==> config.mk <==
export PLATFORM = sky130hd
export DESIGN_NAME = qou_ctrl
export DESIGN_NICKNAME = d
export VERILOG_FILES = /design/src/sv/qou_pkg.sv /design/src/sv/qou_ctrl.sv
export SDC_FILE = /design/constraint.sdc
export NUM_CORES = 1
export LEC_CHECK = 0
export ABC_AREA = 1
export BUFFER_PORTS_ARGS = -buffer_cell sky130_fd_sc_hd__buf_2
export CAP_MARGIN = 0
export CORE_MARGIN = 4
export CORE_UTILIZATION = 56
export DETAILED_ROUTE_END_ITERATION = 12
export GPL_TIMING_DRIVEN = 0
export PLACE_DENSITY_LB_ADDON = 0.3
export RECOVER_POWER = 100
export SLEW_MARGIN = 20
export SYNTH_ARGS = -nofsm -noshare
export SYNTH_HDL_FRONTEND = slang
export SYNTH_SLANG_ARGS = --single-unit
==> constraint.sdc <==
create_clock -name clock -period 2.1 [get_ports clock]
set_clock_uncertainty 0.2 [all_clocks]
set_input_delay 0.21 -clock clock [delete_from_list [all_inputs] [get_ports clock]]
set_output_delay 0.21 -clock clock [all_outputs]
set_load 0.005 [all_outputs]
==> src/sv/qou_pkg.sv <==
`timescale 1ns / 1ps
// ----------------------------------------------------------------------------
// qou_pkg
// Shared types, constants and helper functions of the orientation unit.
// ----------------------------------------------------------------------------
package qou_pkg;

   localparam int ANGLE_BITS   = 16;
   localparam int FRAC_BITS    = 14;
   localparam int CORDIC_STEPS = 16;

   // datapath widths
   localparam int VAL_W  = 34;                 // q30 values with headroom
   localparam int PROD_W = 2 * VAL_W;
   localparam int N2_W   = 64;
   localparam int LEN_W  = 33;
   localparam int REM_W  = LEN_W + 1;
   localparam int DIV_W  = VAL_W + FRAC_BITS;  // numerator and quotient width
   localparam int SQRT_STEPS = N2_W / 2;
   localparam int CNT_W  = $clog2(DIV_W);
   localparam int STEP_W = 4;

   localparam int HT_SHL = (ANGLE_BITS <= 31) ? (31 - ANGLE_BITS) : 0;
   localparam int HT_SHR = (ANGLE_BITS > 31) ? (ANGLE_BITS - 31) : 0;

   localparam logic signed [VAL_W-1:0]  KINV_Q30  = VAL_W'(652032874);
   localparam logic signed [PROD_W-1:0] HALF_Q30  = PROD_W'(536870912);
   localparam logic signed [15:0]       ONE_FIXED =
      (FRAC_BITS >= 15) ? 16'sh7fff : 16'(1 << FRAC_BITS);

   // mode and axis codes
   localparam logic [1:0] MODE_EULER  = 2'd0;
   localparam logic [1:0] MODE_LOCAL  = 2'd1;
   localparam logic [1:0] MODE_WORLD  = 2'd2;
   localparam logic [1:0] MODE_UNUSED = 2'd3;
   localparam logic [1:0] AXIS_X      = 2'd0;
   localparam logic [1:0] AXIS_Y      = 2'd1;
   localparam logic [1:0] AXIS_Z      = 2'd2;
   localparam logic [1:0] AXIS_NONE   = 2'd3;

   // angle source slots of the sine/cosine unit
   localparam logic [1:0] SRC_ROLL  = 2'd0;
   localparam logic [1:0] SRC_PITCH = 2'd1;
   localparam logic [1:0] SRC_YAW   = 2'd2;
   localparam logic [1:0] SRC_ANGLE = 2'd3;

   // datapath commands
   localparam logic [4:0] OP_NOP       = 5'd0;
   localparam logic [4:0] OP_LOAD      = 5'd1;
   localparam logic [4:0] OP_KEEP      = 5'd2;
   localparam logic [4:0] OP_CS_INIT   = 5'd3;
   localparam logic [4:0] OP_CS_STEP   = 5'd4;
   localparam logic [4:0] OP_CS_STORE  = 5'd5;
   localparam logic [4:0] OP_EUL_MUL   = 5'd6;
   localparam logic [4:0] OP_EUL_ACC   = 5'd7;
   localparam logic [4:0] OP_SQRT_INIT = 5'd8;
   localparam logic [4:0] OP_SQRT_STEP = 5'd9;
   localparam logic [4:0] OP_IDENT     = 5'd10;
   localparam logic [4:0] OP_DIV_INIT  = 5'd11;
   localparam logic [4:0] OP_DIV_STEP  = 5'd12;
   localparam logic [4:0] OP_DIV_STORE = 5'd13;
   localparam logic [4:0] OP_ROT_MUL   = 5'd14;
   localparam logic [4:0] OP_ROT_ACC   = 5'd15;
   localparam logic [4:0] OP_ROT_RND   = 5'd16;
   localparam logic [4:0] OP_COMMIT    = 5'd17;

   typedef struct packed {
      logic [1:0]         mode;
      logic [1:0]         axis;
      logic signed [15:0] angle;
      logic signed [15:0] roll;
      logic signed [15:0] pitch;
      logic signed [15:0] yaw;
   } req_type;

   typedef struct packed {
      logic signed [15:0] out_w;
      logic signed [15:0] out_x;
      logic signed [15:0] out_y;
      logic signed [15:0] out_z;
   } rsp_type;

   typedef struct packed {
      logic [4:0]       op;
      logic [CNT_W-1:0] idx;
   } cmd_type;

   typedef struct packed {
      logic [1:0] mode;
      logic       axis_bad;
      logic       len_zero;
      logic       out_busy;
   } sts_type;

   // rounded arctangent table, 2^32 is a full turn
   function automatic logic [29:0] atan_turn(input logic [4:0] i);
      logic [29:0] v;
      case (i)
         5'd0:  v = 30'd536870912;
         5'd1:  v = 30'd316933406;
         5'd2:  v = 30'd167458907;
         5'd3:  v = 30'd85004756;
         5'd4:  v = 30'd42667331;
         5'd5:  v = 30'd21354465;
         5'd6:  v = 30'd10679838;
         5'd7:  v = 30'd5340245;
         5'd8:  v = 30'd2670163;
         5'd9:  v = 30'd1335087;
         5'd10: v = 30'd667544;
         5'd11: v = 30'd333772;
         5'd12: v = 30'd166886;
         5'd13: v = 30'd83443;
         5'd14: v = 30'd41722;
         5'd15: v = 30'd20861;
         5'd16: v = 30'd10430;
         5'd17: v = 30'd5215;
         5'd18: v = 30'd2608;
         5'd19: v = 30'd1304;
         5'd20: v = 30'd652;
         5'd21: v = 30'd326;
         5'd22: v = 30'd163;
         5'd23: v = 30'd81;
         5'd24: v = 30'd41;
         5'd25: v = 30'd20;
         5'd26: v = 30'd10;
         5'd27: v = 30'd5;
         5'd28: v = 30'd3;
         5'd29: v = 30'd1;
         5'd30: v = 30'd1;
         default: v = 30'd0;
      endcase
      return v;
   endfunction

   // binary angle to half angle on a 32-bit full turn
   function automatic logic [31:0] half_turn(input logic signed [15:0] a);
      logic [63:0] e;
      e = 64'(a);
      e = e << HT_SHL;
      e = e >> HT_SHR;
      return e[31:0];
   endfunction

   function automatic logic signed [15:0] sat16(input logic signed [PROD_W-1:0] v);
      logic signed [15:0] r;
      if (v > PROD_W'(32767)) begin
         r = 16'sh7fff;
      end else if (v < -PROD_W'(32768)) begin
         r = 16'sh8000;
      end else begin
         r = v[15:0];
      end
      return r;
   endfunction

   // sign of the term p[j] * q[k ^ j] in component k of a hamilton product
   function automatic logic ham_neg(input logic [1:0] k, input logic [1:0] j);
      logic n;
      case (k)
         2'd0:    n = (j != 2'd0);
         2'd1:    n = (j == 2'd3);
         2'd2:    n = (j == 2'd1);
         default: n = (j == 2'd2);
      endcase
      return n;
   endfunction

endpackage

==> src/sv/qou_ctrl.sv <==
`timescale 1ns / 1ps
// ----------------------------------------------------------------------------
// qou_ctrl
// Sequencer of the orientation unit: steps the datapath through sine/cosine,
// product sums, square root, division or the hamilton product.
// ----------------------------------------------------------------------------
module qou_ctrl (
   input  logic             clock,
   input  logic             reset,
   input  logic             req_valid,
   output logic             req_ready,
   input  qou_pkg::sts_type sts,
   output qou_pkg::cmd_type cmd
);

   localparam logic [4:0] S_IDLE      = 5'd0;
   localparam logic [4:0] S_DISPATCH  = 5'd1;
   localparam logic [4:0] S_CS_INIT   = 5'd2;
   localparam logic [4:0] S_CS_STEP   = 5'd3;
   localparam logic [4:0] S_CS_STORE  = 5'd4;
   localparam logic [4:0] S_EUL_MUL   = 5'd5;
   localparam logic [4:0] S_EUL_ACC   = 5'd6;
   localparam logic [4:0] S_SQRT_INIT = 5'd7;
   localparam logic [4:0] S_SQRT_STEP = 5'd8;
   localparam logic [4:0] S_SQRT_CHK  = 5'd9;
   localparam logic [4:0] S_DIV_INIT  = 5'd10;
   localparam logic [4:0] S_DIV_STEP  = 5'd11;
   localparam logic [4:0] S_DIV_STORE = 5'd12;
   localparam logic [4:0] S_ROT_MUL   = 5'd13;
   localparam logic [4:0] S_ROT_ACC   = 5'd14;
   localparam logic [4:0] S_ROT_RND   = 5'd15;
   localparam logic [4:0] S_DONE      = 5'd16;

   logic [4:0]                   state_ff, state_in;
   logic [qou_pkg::CNT_W-1:0]    cnt_ff, cnt_in;
   logic [qou_pkg::STEP_W-1:0]   step_ff, step_in;
   logic [1:0]                   src_ff, src_in;

   always_comb begin
      state_in  = state_ff;
      cnt_in    = cnt_ff;
      step_in   = step_ff;
      src_in    = src_ff;
      cmd.op    = qou_pkg::OP_NOP;
      cmd.idx   = '0;
      req_ready = (state_ff == S_IDLE);
      case (state_ff)
         S_IDLE: begin
            if (req_valid) begin
               cmd.op   = qou_pkg::OP_LOAD;
               state_in = S_DISPATCH;
            end
         end
         S_DISPATCH: begin
            if (sts.mode == qou_pkg::MODE_EULER) begin
               src_in   = qou_pkg::SRC_ROLL;
               state_in = S_CS_INIT;
            end else if ((sts.mode == qou_pkg::MODE_LOCAL ||
                          sts.mode == qou_pkg::MODE_WORLD) && !sts.axis_bad) begin
               src_in   = qou_pkg::SRC_ANGLE;
               state_in = S_CS_INIT;
            end else begin
               cmd.op   = qou_pkg::OP_KEEP;
               state_in = S_DONE;
            end
         end
         S_CS_INIT: begin
            cmd.op   = qou_pkg::OP_CS_INIT;
            cmd.idx  = qou_pkg::CNT_W'(src_ff);
            cnt_in   = '0;
            state_in = S_CS_STEP;
         end
         S_CS_STEP: begin
            cmd.op  = qou_pkg::OP_CS_STEP;
            cmd.idx = cnt_ff;
            cnt_in  = cnt_ff + 1'b1;
            if (cnt_ff == qou_pkg::CNT_W'(qou_pkg::CORDIC_STEPS - 1)) begin
               state_in = S_CS_STORE;
            end
         end
         S_CS_STORE: begin
            cmd.op  = qou_pkg::OP_CS_STORE;
            cmd.idx = qou_pkg::CNT_W'(src_ff);
            step_in = '0;
            if (src_ff == qou_pkg::SRC_ANGLE) begin
               state_in = S_ROT_MUL;
            end else if (src_ff == qou_pkg::SRC_YAW) begin
               state_in = S_EUL_MUL;
            end else begin
               src_in   = src_ff + 1'b1;
               state_in = S_CS_INIT;
            end
         end
         S_EUL_MUL: begin
            cmd.op   = qou_pkg::OP_EUL_MUL;
            cmd.idx  = qou_pkg::CNT_W'(step_ff);
            state_in = S_EUL_ACC;
         end
         S_EUL_ACC: begin
            cmd.op  = qou_pkg::OP_EUL_ACC;
            cmd.idx = qou_pkg::CNT_W'(step_ff);
            step_in = step_ff + 1'b1;
            if (step_ff == '1) begin
               state_in = S_SQRT_INIT;
            end else begin
               state_in = S_EUL_MUL;
            end
         end
         S_SQRT_INIT: begin
            cmd.op   = qou_pkg::OP_SQRT_INIT;
            cnt_in   = '0;
            state_in = S_SQRT_STEP;
         end
         S_SQRT_STEP: begin
            cmd.op = qou_pkg::OP_SQRT_STEP;
            cnt_in = cnt_ff + 1'b1;
            if (cnt_ff == qou_pkg::CNT_W'(qou_pkg::SQRT_STEPS - 1)) begin
               state_in = S_SQRT_CHK;
            end
         end
         S_SQRT_CHK: begin
            step_in = '0;
            if (sts.len_zero) begin
               cmd.op   = qou_pkg::OP_IDENT;
               state_in = S_DONE;
            end else begin
               state_in = S_DIV_INIT;
            end
         end
         S_DIV_INIT: begin
            cmd.op   = qou_pkg::OP_DIV_INIT;
            cmd.idx  = qou_pkg::CNT_W'(step_ff);
            cnt_in   = '0;
            state_in = S_DIV_STEP;
         end
         S_DIV_STEP: begin
            cmd.op = qou_pkg::OP_DIV_STEP;
            cnt_in = cnt_ff + 1'b1;
            if (cnt_ff == qou_pkg::CNT_W'(qou_pkg::DIV_W - 1)) begin
               state_in = S_DIV_STORE;
            end
         end
         S_DIV_STORE: begin
            cmd.op  = qou_pkg::OP_DIV_STORE;
            cmd.idx = qou_pkg::CNT_W'(step_ff);
            step_in = step_ff + 1'b1;
            if (step_ff == qou_pkg::STEP_W'(3)) begin
               state_in = S_DONE;
            end else begin
               state_in = S_DIV_INIT;
            end
         end
         S_ROT_MUL: begin
            cmd.op   = qou_pkg::OP_ROT_MUL;
            cmd.idx  = qou_pkg::CNT_W'(step_ff);
            state_in = S_ROT_ACC;
         end
         S_ROT_ACC: begin
            cmd.op  = qou_pkg::OP_ROT_ACC;
            cmd.idx = qou_pkg::CNT_W'(step_ff);
            if (step_ff[1:0] == 2'd3) begin
               state_in = S_ROT_RND;
            end else begin
               step_in  = step_ff + 1'b1;
               state_in = S_ROT_MUL;
            end
         end
         S_ROT_RND: begin
            cmd.op  = qou_pkg::OP_ROT_RND;
            cmd.idx = qou_pkg::CNT_W'(step_ff);
            if (step_ff == '1) begin
               state_in = S_DONE;
            end else begin
               step_in  = step_ff + 1'b1;
               state_in = S_ROT_MUL;
            end
         end
         S_DONE: begin
            // wait until the output register is free
            if (!sts.out_busy) begin
               cmd.op   = qou_pkg::OP_COMMIT;
               state_in = S_IDLE;
            end
         end
         default: begin
            state_in = S_IDLE;
         end
      endcase
   end

   always_ff @(posedge clock) begin
      if (reset) begin
         state_ff <= S_IDLE;
         cnt_ff   <= '0;
         step_ff  <= '0;
         src_ff   <= '0;
      end else begin
         state_ff <= state_in;
         cnt_ff   <= cnt_in;
         step_ff  <= step_in;
         src_ff   <= src_in;
      end
   end

endmodule

==> reports/qor.csv, run 1 <==
stage,metric,value,unit
synth,syn-instance-count,251,
synth,ys_ff_latch,17,
power_and_ir_drop,ir_drop,0.000567,V
timing,fin_ws,46.3,ps
grt,grt_antenna_before_repair,0,
clocking,clk_pin_slew_worst_paths,110,ps
grt,grt_pass1_vias,1512,
outcome,status,completed,
floorplan,start_util,0.615,
power_and_ir_drop,p_leak,0.908,nW
route,routed_via_density,5.82,
worst_setup_path,crit_path_frequent_cell,inv_1,
timing,rsz0062_at_grt,yes,
worst_setup_path,critical_path_class,reg2out,
placed_design,place_congestion,0.989,
clocking,clk_latency,300,ps
final_layout,final_cell_mix,"59 x nand2_1, 34 x inv_1, 34 x nor2_1",
placed_design,port_buffers,19,
floorplan,rows,17,
route,first_iter_violations,142,
final_layout,drive_above_1_share,0.232,
route,first_pass_iters,5,
route,drc_errors,0,
worst_setup_path,end_kind,output port,
synth,syn_nets,264,
power_and_ir_drop,clockPowerShare,0.152,
worst_setup_path,cp.arrival,1640,ps
floorplan,fp.dieArea,0.00339,mm2
placed_design,dpl-instance-area,0.00154,mm2
power_and_ir_drop,internal_power,0.651,mW
synth,yosysUniqueCellTypes,21,
flow_run,drv_cap,0,
clocking,cts_tree,built,
power_and_ir_drop,switchingPower,0.565,mW
final_layout,seqCellArea,353,um2
final_layout,diodes,0,
worst_setup_path,required,1690,ps
final_layout,multi_input_area,0.00106,mm2
synth,syn-cell-area,0.00141,mm2
power_and_ir_drop,p_per_area,682,mW/mm2
clocking,htree_levels,1,
synth,seq_area_frac_synth,0.241,
worst_setup_path,cp_top_family,simple AND/OR/NAND/NOR gates,
grt,grt_max_degree,11,
floorplan,coreArea,0.00230,mm2
power_and_ir_drop,switching_share,0.465,
grt,overflow,0,
placed_design,pre_cts_slack,-23.8,ps
route,vias,1794,
worst_setup_path,path_buf_inv,4,
synth,syn_avg_cell_area,5.63,um2
floorplan,ios,20,
worst_setup_path,start_kind,register,
final_layout,syn2layout_area_growth,26.1,%
floorplan,die_y,58.2,um
timing,tightestPinTransition,462,ps
clocking,clock_path_buffers,2,
timing,slew_headroom,0.692,
route,wirelength,4150,um
timing,maxSlewViolCount,0,
floorplan,die_w,58.2,um
timing,finalSetupViolations,0,
hold_path,hold_path_class,in2reg,
final_layout,nets,294,
worst_setup_path,cpMaxStageDelayCell,dfxtp_1,
power_and_ir_drop,comb_power_share,0.474,
final_layout,layout_commonest_cell,nand2_1,
worst_setup_path,critPathMaxFanout,8,
grt,grt.total_usage,0.246,
clocking,cts_root_buffer,clkbuf_4,
worst_setup_path,crit_path_cell_trace,buf_4 -> nand2_4 -> inv_1 -> nand3_1 -> inv_1 -> nor3_1 -> nand4_1 -> buf_2,
placed_design,post-dp-hpwl,2930,um
route,antenna_left,0,
clocking,cts.sinks,17,
route,wire_per_inst,13.5,um
final_layout,fillers,185,
clocking,cts_made_buffers,3,
power_and_ir_drop,pwr-share-seq,0.374,
timing,finalHoldViolCount,0,
timing,setup_tns,0,ps
timing,period_needed,2050,ps
final_layout,finalInstanceArea,0.00178,mm2
timing,fmax,487,MHz
timing,finalCritPeriodShare,0.978,
synth,ys_warn_count,0,
grt,grt_pass1_wl,6530,um
worst_setup_path,max_stage_delay,310,ps
[Yosys cell counts (all sizes together)]
cell type	instances	area (um2)
nand2	63	236
nor2	46	183
inv	36	135
nand3	27	140
a21oi	17	85.1
dfxtp	17	340
o21ai	13	65.1
nand4	10	62.6
ha	5	62.6
nor3	5	25.0
buf	3	15.0
a22oi	2	15.0
or2	2	12.5
xnor2	2	17.5
clkbuf	1	3.75
nand3b	1	7.51
nor3b	1	7.51
[worst min-delay path: cells and delay by family]
family	cells	cell delay (ps)
AND/OR/NAND/NOR	1	150
AO/OA/AOI/OAI	1	90
buffers and inverters	1	110
[power groups by stage]
stage	registers (mW)	clock network, mW	logic, mW
floorplan	0.411	0	0.337
global placement	0.429	0	0.458
detailed placement	0.429	0	0.464
CTS	0.432	0.189	0.492
global route	0.463	0.201	0.637
finish	0.456	0.185	0.576
[metrics by stage]
stage	instances	total power, mW	hold WS, ps	utilization
3_3_place_gp	298	0.887	222	0.672
2_1_floorplan	251	0.748	79.1	-
6_report	308	1.22	94.0	0.776
5_1_grt	308	1.30	118	0.776
3_5_place_dp	298	0.893	225	0.672
4_1_cts	304	1.11	72.1	0.717
[sequential cells by signal, summed over array words and instances, names as in the netlist]
register	cells
step_ff	4
state_ff	5
cnt_ff	6
src_ff	2
[routing by layer]
layer / vias to the layer above / track usage / share of wire
li1: 872 / - / -
met1: 790 / 0.326 / 0.42
met2: 115 / 0.382 / 0.46
met5: - / 0 / 0
met4: 0 / 0.129 / 0.031
met3: 17 / 0.0379 / 0.082
[kinds of logic after synthesis]
family                     after synthesis  synth area share
adders and majority gates                5            0.0442
and+or+nand+nor                        155             0.477
xor gates and xnor gates                 2            0.0124
buffers and inverters                   40             0.109
AOI/OAI and AO/OA                       32             0.117
DFF                                     17             0.241
[final cells by class]
cell class | count | area share
multi-input cells | 194 | 0.594
clock buffers | 3 | 0.0126
plain buffers | 4 | 0.0154
inverters | 36 | 0.0758
repair buffers | 25 | 0.0821
well taps | 28 | 0.0196
clock inverters | 1 | 0.00281
flip-flops and latches | 17 | 0.198
[what timing repair did]
item / 4_1_cts / 5_1_grt
hold buffers: 1 / 0
buffers inserted: 1 / 4
endpoints found under the hold margin: 2 / 0
resized for setup: 20 / 30
endpoints found under the setup margin: 10 / 8
pin swaps: 1 / 4
[path summary, 6_finish.rpt]
path,from,end,slack (ps),depth (start not counted)
worst max-delay path,state_ff[3],cmd[7],50,8
worst min-delay path,sts[0],state_ff[4],90,3
worst min register to register,src_ff[1],src_ff[1],310,2
worst max register to register,cnt_ff[1],state_ff[0],170,9
Note: power is estimated with default switching activity, not from simulation.
==> run 2, diff against run 1 <==
--- a/config.mk
+++ b/config.mk
@@ -12,7 +12,7 @@
 export CORE_UTILIZATION = 56
 export DETAILED_ROUTE_END_ITERATION = 12
 export GPL_TIMING_DRIVEN = 0
-export PLACE_DENSITY_LB_ADDON = 0.3
+export PLACE_DENSITY = 0.87
 export RECOVER_POWER = 100
 export SLEW_MARGIN = 20
 export SYNTH_ARGS = -nofsm -noshare
==> run 2 against run 1 <==
Compared with the run above:
- the flow now finishes with violations (negative setup slack)
- wire length grew 0.14%
- clock-buffer cell count stayed put
- maximum frequency shrank 2.9%
- largest power group unchanged
- worst hold slack improved by 3.7 ps
- combinational power barely moved
- register-to-register slack about the same
- largest cell class unchanged
==> reports/qor.csv, run 2 (synthesis gave the netlist of run 1 again) <==
stage,metric,value,unit,change
final_layout,fin_cells,306,,was 308
placed_design,port_buffers,19,,unchanged
timing,finalHoldViolCount,0,,unchanged
route,routed_via_density,5.67,,was 5.82
power_and_ir_drop,p_per_area,695,mW/mm2,was 682 mW/mm2
clocking,clk_pin_slew_worst_paths,110,ps,about the same
placed_design,post-dp-hpwl,2880,um,was 2930 um
timing,rsz0062_at_grt,yes,,unchanged
placed_design,place_congestion,0.934,,was 0.989
worst_setup_path,start_kind,register,,unchanged
floorplan,die_w,58.2,um,unchanged
final_layout,seqCellArea,353,um2,unchanged
hold_path,holdPathStages,3,,unchanged
clocking,clk_latency,310,ps,was 300 ps
grt,grt_pass1_vias,1639,,"was 1,512"
timing,finalCritPeriodShare,1.01,,was 0.978
grt,grt.total_usage,0.260,,was 0.246
clocking,clock_path_buffers,2,,unchanged
worst_setup_path,required,1690,ps,about the same
flow_run,drv_cap,0,,unchanged
final_layout,nets,292,,was 294
clocking,cts.sinks,17,,unchanged
power_and_ir_drop,p_leak,0.882,nW,was 0.908 nW
power_and_ir_drop,total_power,1.21,mW,was 1.22 mW
final_layout,top_register,cnt_ff,,unchanged
route,drc_errors,0,,unchanged
final_layout,diodes,0,,unchanged
clocking,htree_levels,1,,unchanged
final_layout,multi_input_area,0.00104,mm2,was 0.00106 mm2
grt,overflow,0,,unchanged
grt,grt_pass1_wl,6810,um,was 6530 um
final_layout,layout_commonest_cell,nand2_1,,unchanged
worst_setup_path,cp.arrival,1700,ps,was 1640 ps
final_layout,largest_reg_flops,6,,unchanged
floorplan,coreArea,0.00230,mm2,unchanged
worst_setup_path,reg2reg_slack,170,ps,about the same
final_layout,fillers,190,,was 185
grt,grt_antenna_before_repair,0,,unchanged
timing,period_needed,2110,ps,was 2050 ps
hold_path,hold_path_class,in2reg,,unchanged
grt,grt_max_degree,11,,unchanged
clocking,cts_tree,built,,unchanged
route,first_pass_iters,5,,unchanged
final_layout,reg_top3,"cnt_ff x6, state_ff x5, step_ff x4",,unchanged
floorplan,rows,17,,unchanged
timing,fin_ws,-14.9,ps,was 46.3 ps
clocking,cts_root_buffer,clkbuf_4,,unchanged
clocking,cts_made_buffers,3,,unchanged
worst_setup_path,end_kind,output port,,unchanged
timing,slew_headroom,0.675,,was 0.692
placed_design,dp_cells,298,,unchanged
outcome,status,"complete, but fails checks",,was completed
route,vias,1736,,"was 1,794"
route,wirelength,4160,um,was 4150 um
floorplan,fp.dieArea,0.00339,mm2,unchanged
route,wire_per_inst,13.6,um,was 13.5 um
final_layout,drive_above_1_share,0.216,,was 0.232
timing,fmax,473,MHz,was 487 MHz
floorplan,start_util,0.615,,unchanged
route,antenna_left,0,,unchanged
timing,tightestPinTransition,487,ps,was 462 ps
power_and_ir_drop,ir_drop,0.000574,V,was 0.000567 V
final_layout,final_cell_mix,"60 x nand2_1, 35 x inv_1, 34 x nor2_1",,"was 59 x nand2_1, 34 x inv_1, 34 x nor2_1"
worst_setup_path,critPathMaxFanout,7,,was 8
floorplan,die_y,58.2,um,unchanged
outcome,violations,negative setup slack,,
timing,maxSlewViolCount,0,,unchanged
final_layout,syn2layout_area_growth,23.5,%,was 26.1%
worst_setup_path,worstRegToRegCells,8,,was 9
route,first_iter_violations,138,,was 142
worst_setup_path,critical_path_class,reg2out,,unchanged
timing,finalSetupViolations,1,,was 0
floorplan,ios,20,,unchanged
run 2: changes by cell type in the layout (fill, tap and decap cells not counted):
cell,previous run,this run
buf_6,2,1
nand2_4,1,0
inv_2,2,1
nand2_1,59,60
nor3_2,2,3
o21ai_1,0,1
buf_4,5,4
o21ai_2,1,0
inv_1,34,35
nor3_4,1,0
run 2: worst paths after layout:
| path | startpoint | end |
|---|---|---|
| max | state_ff[1] | cmd[9] |
| min | sts[0] | state_ff[4] |
| max reg2reg | state_ff[0] | step_ff[1] |
| min reg2reg | cnt_ff[3] | cnt_ff[3] |
run 2: timing repair:
item	CTS	global route
setup endpoints to repair	10	13
endpoints found under the hold margin	2	0
gates cloned	0	0
setup buffers	1	2
pin swaps	1	2
hold buffers	1	0
resized for setup	19	26
run 2: worst max-delay path, cell delays in order (launching register included):
cell and delay [ps]:
dfxtp_4 400, inv_1 120, nand2_1 140, nor2_2 210, nand2_1 140, nand2_1 120, inv_1 60, nand4_1 90
buf_2 130
run 2: metrics by stage:
stage                     utilization  hold WS, ps  area (um2)  setup TNS (ps)  setup slack, ps
after detailed placement        0.672          218        1540           -13.9            -13.9
final                           0.760         97.7        1750           -14.9            -14.9
after floorplan                     -         79.1        1410               0              404
after global placement          0.672          217        1540           -33.4            -33.4
after CTS                       0.718         81.2        1650               0             9.20
after global routing            0.760         92.4        1750            -238            -51.5
run 2: cell type report:
class,count,share of cell area
inverter,36,0.0774
multi-input combinational,194,0.596
clock buffer,3,0.0129
timing repair buffer,23,0.0731
buffer,4,0.0158
clock inverter,1,0.00287
tap,28,0.0201
sequential,17,0.202
run 2: power breakdown:
group | total (mW) | leakage (nW) | internal [mW] | switching (mW)
logic | 0.575 | 0.724 | 0.209 | 0.366
clock network | 0.191 | 0.0177 | 0.0711 | 0.120
registers | 0.448 | 0.140 | 0.370 | 0.0777
total | 1.21 | 0.882 | 0.650 | 0.564
run 2: layer usage:
layer | track usage | share of wire | up-vias
met5 | 0 | 0 | -
li1 | - | - | 869
met4 | 0.162 | 0.047 | 0
met2 | 0.413 | 0.46 | 85
met1 | 0.318 | 0.41 | 759
met3 | 0.0535 | 0.084 | 23
